### src/rtl/bsfc_pkg.sv
`default_nettype none
package bsfc_pkg;

    localparam int DATA_W  = 32;
    localparam int RAD_W   = 31;
    localparam int COEF_W  = 16;
    localparam int SLOPE_W = 16;
    localparam int COL_W   = 64;
    localparam int PROD_W  = DATA_W + COEF_W;        // 48
    localparam int ACC_W   = PROD_W + 2;             // 50, three products summed
    localparam int SHR_W   = 37;                     // pre-saturation width
    localparam int BPROD_W = DATA_W + SLOPE_W + 1;   // 49
    localparam int XFM_SHR = 14;
    localparam int BND_SHR = 12;
    localparam int IDX_W   = 3;

    // register indexes
    localparam logic [IDX_W-1:0] REG_CULL_MASK = 3'd0;
    localparam logic [IDX_W-1:0] REG_NEAR_Z    = 3'd1;
    localparam logic [IDX_W-1:0] REG_FAR_Z     = 3'd2;
    localparam logic [IDX_W-1:0] REG_X_SLOPE   = 3'd3;
    localparam logic [IDX_W-1:0] REG_Y_SLOPE   = 3'd4;
    localparam logic [IDX_W-1:0] REG_COL_X     = 3'd5;
    localparam logic [IDX_W-1:0] REG_COL_Y     = 3'd6;
    localparam logic [IDX_W-1:0] REG_COL_Z     = 3'd7;

    // reset values
    localparam logic [2:0]         RST_CULL_MASK = 3'd7;
    localparam logic [DATA_W-1:0]  RST_NEAR_Z    = 32'd65536;
    localparam logic [DATA_W-1:0]  RST_FAR_Z     = 32'd65536000;
    localparam logic [SLOPE_W-1:0] RST_X_SLOPE   = 16'd4096;
    localparam logic [SLOPE_W-1:0] RST_Y_SLOPE   = 16'd4096;
    localparam logic [COL_W-1:0]   RST_COL_X     = 64'h0000_0000_0000_4000;
    localparam logic [COL_W-1:0]   RST_COL_Y     = 64'h0000_0000_4000_0000;
    localparam logic [COL_W-1:0]   RST_COL_Z     = 64'h0000_4000_0000_0000;

    // mask bits
    localparam int MASK_Z  = 0;
    localparam int MASK_LR = 1;
    localparam int MASK_TB = 2;

    // cull reasons
    localparam logic [1:0] REASON_NONE = 2'd0;
    localparam logic [1:0] REASON_Z    = 2'd1;
    localparam logic [1:0] REASON_LR   = 2'd2;
    localparam logic [1:0] REASON_TB   = 2'd3;

    typedef struct packed {
        logic mul;
        logic sum;
        logic xfm;
        logic bmul;
        logic bsat;
        logic out;
    } t_pipe_en;

    typedef struct packed {
        logic signed [DATA_W-1:0] px;
        logic signed [DATA_W-1:0] py;
        logic signed [DATA_W-1:0] pz;
        logic [RAD_W-1:0]         rad;
    } t_cam;

    typedef struct packed {
        t_cam                     cam;
        logic signed [DATA_W-1:0] ztx;
        logic signed [DATA_W-1:0] zty;
        logic                     zfail;
    } t_bnd;

    function automatic logic signed [DATA_W-1:0] sat32(input logic signed [SHR_W-1:0] v);
        logic [SHR_W-DATA_W:0] top;
        top = v[SHR_W-1:DATA_W-1];
        if ((&top) || (~|top))
            sat32 = v[DATA_W-1:0];
        else if (v[SHR_W-1])
            sat32 = {1'b1, {(DATA_W-1){1'b0}}};
        else
            sat32 = {1'b0, {(DATA_W-1){1'b1}}};
    endfunction

endpackage
`default_nettype wire

### src/rtl/bsfc_bound.sv
`default_nettype none
module bsfc_bound
    import bsfc_pkg::*;
(
    input  wire logic                     i_clk,
    input  wire t_pipe_en                 i_en,
    input  wire t_cam                     i_cam,
    input  wire logic [SLOPE_W-1:0]       i_x_slope,
    input  wire logic [SLOPE_W-1:0]       i_y_slope,
    input  wire logic signed [DATA_W-1:0] i_near_z,
    input  wire logic signed [DATA_W-1:0] i_far_z,
    output t_bnd                          o_bnd
);

    logic signed [SLOPE_W:0]    sx;
    logic signed [SLOPE_W:0]    sy;
    logic signed [BPROD_W-1:0]  n_bx;
    logic signed [BPROD_W-1:0]  n_by;
    logic signed [DATA_W+1:0]   z_lo;
    logic signed [DATA_W+1:0]   z_hi;
    logic signed [DATA_W+1:0]   far_ext;
    logic signed [DATA_W+1:0]   near_ext;
    logic                       n_zfail;

    logic signed [BPROD_W-1:0]  r_bx;
    logic signed [BPROD_W-1:0]  r_by;
    logic                       r_zfail_m;
    t_cam                       r_cam_m;
    t_bnd                       r_bnd;

    // stage 4: slope * z products, z planes checked in parallel
    assign sx   = {1'b0, i_x_slope};
    assign sy   = {1'b0, i_y_slope};
    assign n_bx = sx * i_cam.pz;
    assign n_by = sy * i_cam.pz;

    assign z_lo     = {{2{i_cam.pz[DATA_W-1]}}, i_cam.pz} - {3'b000, i_cam.rad};
    assign z_hi     = {{2{i_cam.pz[DATA_W-1]}}, i_cam.pz} + {3'b000, i_cam.rad};
    assign far_ext  = {{2{i_far_z[DATA_W-1]}}, i_far_z};
    assign near_ext = {{2{i_near_z[DATA_W-1]}}, i_near_z};
    assign n_zfail  = (z_lo > far_ext) || (z_hi < near_ext);

    always_ff @(posedge i_clk) begin
        if (i_en.bmul) begin
            r_bx      <= n_bx;
            r_by      <= n_by;
            r_zfail_m <= n_zfail;
            r_cam_m   <= i_cam;
        end
    end

    // stage 5: Q20.28 -> Q16.16 with floor, saturate
    always_ff @(posedge i_clk) begin
        if (i_en.bsat) begin
            r_bnd.ztx   <= sat32(r_bx[BPROD_W-1:BND_SHR]);
            r_bnd.zty   <= sat32(r_by[BPROD_W-1:BND_SHR]);
            r_bnd.zfail <= r_zfail_m;
            r_bnd.cam   <= r_cam_m;
        end
    end

    assign o_bnd = r_bnd;

endmodule
`default_nettype wire

### config.mk
export PLATFORM = sky130hd
export DESIGN_NAME = bsfc_bound
export DESIGN_NICKNAME = d
export VERILOG_FILES = /design/src/rtl/bsfc_pkg.sv /design/src/rtl/bsfc_bound.sv
export SDC_FILE = /design/constraint.sdc
export NUM_CORES = 2
export LEC_CHECK = 0
export BUFFER_PORTS_ARGS = -buffer_cell sky130_fd_sc_hd__buf_2
export CAP_MARGIN = 20
export CORE_AREA = 2 2 326 328
export DETAILED_ROUTE_END_ITERATION = 16
export DIE_AREA = 0 0 328 330
export PLACE_DENSITY_LB_ADDON = 0.2
export SLEW_MARGIN = 10
export SYNTH_ARGS = -nofsm -noshare
export SYNTH_HDL_FRONTEND = slang
export SYNTH_SLANG_ARGS = --single-unit
### constraint.sdc
create_clock -name i_clk -period 16.8 [get_ports i_clk]
set_clock_uncertainty 0.1 [all_clocks]
set_input_delay 3.36 -clock i_clk [delete_from_list [all_inputs] [get_ports i_clk]]
set_output_delay 3.36 -clock i_clk [all_outputs]
set_load 0.01 [all_outputs]
==> results.md <==
- Status: finished, final reports clean
- # DRC: 0
- Endpoint class of the critical path: flop
- CTS H-tree lvls: 2
- WP data required: roughly 17 ns
- CP peak stage delay: 0.63 ns
- Kind of critical path: in2reg
- Postcts setup bufs: 0
- R2R Path End: o_bnd[46]$_DFFE_PP_
- Clock buffer count from CTS: between 40 and 50
- Buffers on Ports: roughly 420
- RSZ-0062 raised after global routing: no
- Post-route cell area: about 57,000 um^2
- Post-Syn Area: ~52,000 um^2
- Max Cap Violations: 0
- Tot GR Track Use: between 20% and 30%
- CORE AREA: 105,000 um^2
- Die ar.: 108,000 um^2
- Synth cell types: 74
- Yosys warnings: 0
- Async SR Flop Fraction: 0%
- Worst skew pair latency: 0.62 ns
- DRT iter0 DRCs: 1,816
- First-pass GRT wire length: around 210 mm
- Final net count: slightly below 7,000
- Fmax: between 90 and 100 MHz
- Grt total ovfl: 0
- Via count: between 30,000 and 40,000
- Area post-placement: 55,300 um^2
- Clock root buffer master: clkbuf_16
- Mean area per synthesized cell: 10.2 um^2
- Hold crit path type: reg2reg
- Leading area contributor after synthesis: fa_1
- Synth Instances: just over 5,000
- CTS tree: done
- GP Congestion: between 0.8 and 0.9
- Reg clk slew, reported paths: roughly 0.060 ns
- Critical path's slowest cell: nor3_1
- Measured slew at the worst slew-check pin: around 1.0 ns
- Most common cell in the netlist: inv_1
- Final TNS setup: 0 ns
- Synth area leaders: fa_1 (38%), edfxtp_1 (23%), inv_1 (8.9%), ha_1 (8.6%), and2_1 (5.5%)
- Number of I/O pins: between 400 and 500
- Final WL: 129 mm
- Critical path's top delay family: adder cells
- Top-area cell type share of the netlist area: roughly 38%
- Post_cts resized: 0
- Seq/Total Area, Yosys: between 20% and 30%
- Row cnt: between 100 and 150
- Critical path arrival: just over 10 ns
- Worst R2R Start: r_bx[48]$_DFFE_PP_
- Post-route ant nets: 0
- Dominant register cell in the synthesized netlist: edfxtp_1
- Slew HR: about a third
- Crit path buf inv count: 5
- Final Cycle Share: between 50% and 60%
- Vias in the first global route: 38,400
- R2R cell count: 7
- Wire per inst: around 19 um
- WHS Endpoint: o_bnd[102]$_DFFE_PP_
- Maximum root-to-sink buffer count: 3
- Crit start category: primary input
- Filler cells: between 9,000 and 10,000
- DR vias/cell: approximately 5.2
- Most common library cells after synthesis: inv_1 (1,228), fa_1 (976), nand2_1 (609)
- #FFs+latches synth: 394
- Final Max Slew Viols: 0
- DP Wirelength: about 95 mm
- Final setup violation count: 0
- Crit-path max FO: 32
- Hold path cells: 0
- Area grow syn2layout: 8.94%
- Number of enable flip-flop cells after synthesis: roughly 390
- Critical path's most frequent cell: fa_1
- Initial antenna violation count: 6
- Starting Density: around 50%
- HP Start: r_cam_m[37]$_DFFE_PP_
- Tmin final: about 10 ns
- Largest net degree at the start of global routing: just under 80
- R2r setup slk: approximately 15 ns
- Hold buffer count at CTS: 0
- Die X-Extent: 328 um
- Share of cells above drive strength 1: 9.98%
- Final hold vios: 0
- Syn Nets: 6,660
- DR pass1 iterations: 6
- Crit-path cells: buf_2 -> buf_4 -> nand2_1 -> fa_1 -> fa_1 -> fa_1 -> inv_1 -> fa_1 -> fa_1 -> inv_1 -> fa_1 -> inv_1 -> ha_1 -> nand3_1 -> a2bb2oi_1 -> a21oi_1 -> nor2_1 -> a211oi_1 -> nor3_1 -> a211oi_1 -> o21ai_0 -> a21oi_1
- Clock Sinks: around 390
- Die Ht: 330 um
==> state kept, by name (all words and copies together), names as in the netlist <==
register   count
o_bnd        192
r_cam_m      127
r_bx          37
r_by          37
r_zfail_m      1
==> worst max path at each step <==
stage | from | end | depth (start not counted)
floorplan | i_cam[62] | r_by[42]$_DFFE_PP_ | 21
global placement | i_cam[48] | r_bx[45]$_DFFE_PP_ | 22
detailed placement | i_cam[41] | r_bx[46]$_DFFE_PP_ | 19
CTS | i_cam[41] | r_bx[46]$_DFFE_PP_ | 19
global route | i_cam[41] | r_bx[46]$_DFFE_PP_ | 19
finish | i_cam[48] | r_bx[46]$_DFFE_PP_ | 22
==> area by class of cell <==
type	count	area (um^2)	share of cell area, %
repair buffers	450	2350	4.15
well taps	1391	1740	3.07
inverters	1230	4620	8.14
diodes	4	10.0	0.0177
clock inverters	26	260	0.459
multi-input cells	3246	34700	61.3
clock buffers	54	1140	2.01
flip-flops and latches	394	11800	20.9
==> stage by stage <==
step | util, % | instances | worst slack (ns) | hold WS [ns]
after global placement | 52.8 | 6711 | 6.27 | 0.300
final | 54.2 | 6795 | 6.78 | 0.317
after CTS | 54.1 | 6791 | 6.80 | 0.317
after detailed placement | 52.8 | 6711 | 6.19 | 0.305
after floorplan | - | 5097 | 7.49 | 0.300
after global routing | 54.1 | 6792 | 6.43 | 0.319
==> cell usage in the layout, fill, tap and decap left out, types with 5 or more instances in the layout <==
master     instances
inv_1           1228
fa_1             976
nand2_1          609
and2_1           456
buf_2            415
edfxtp_1         394
ha_1             357
a21oi_1          137
a21o_1           100
xnor2_1           94
nor2_1            88
o21ai_0           47
clkbuf_16         44
xor2_1            33
buf_4             33
nor3_1            30
nand3_1           28
nand4_1           28
nor2b_1           20
nand2b_1          20
o21a_1            17
o21ai_1           17
o21bai_1          17
a211oi_1          16
and3_1            15
nor4_1            14
clkinv_1          12
o31ai_1           10
o211ai_1          10
clkbuf_1          10
or2_2              8
a2111oi_0          6
o31a_1             6
and4_1             6
or3_1              5
a31oi_1            5
o311ai_1           5
clkinv_2           5
==> cell families (layout without fill, tap and decap cells) <==
logic type / Yosys count / in the layout / synth area share [%]
compound gates: 448 / 448 / 5.81
xor+xnor: 127 / 127 / 2.14
fa+ha+maj: 1333 / 1333 / 46.1
buf+inv: 1457 / 1760 / 10.5
flops: 394 / 394 / 22.7
mux: 1 / 1 / 0.0216
other cells: 0 / 4 / 0
simple gates: 1337 / 1337 / 12.6
==> layer usage <==
layer	global-route usage [%]	share of wire, %	vias to the layer above
li1	-	-	16000
met1	32.6	41	18300
met2	42.9	50	1015
met3	3.34	6.0	220
met4	7.18	3.0	4
met5	0	0.016	-
Power is not shown: default switching activity piles up to over one toggle a cycle in this logic, so the estimate is an artifact.
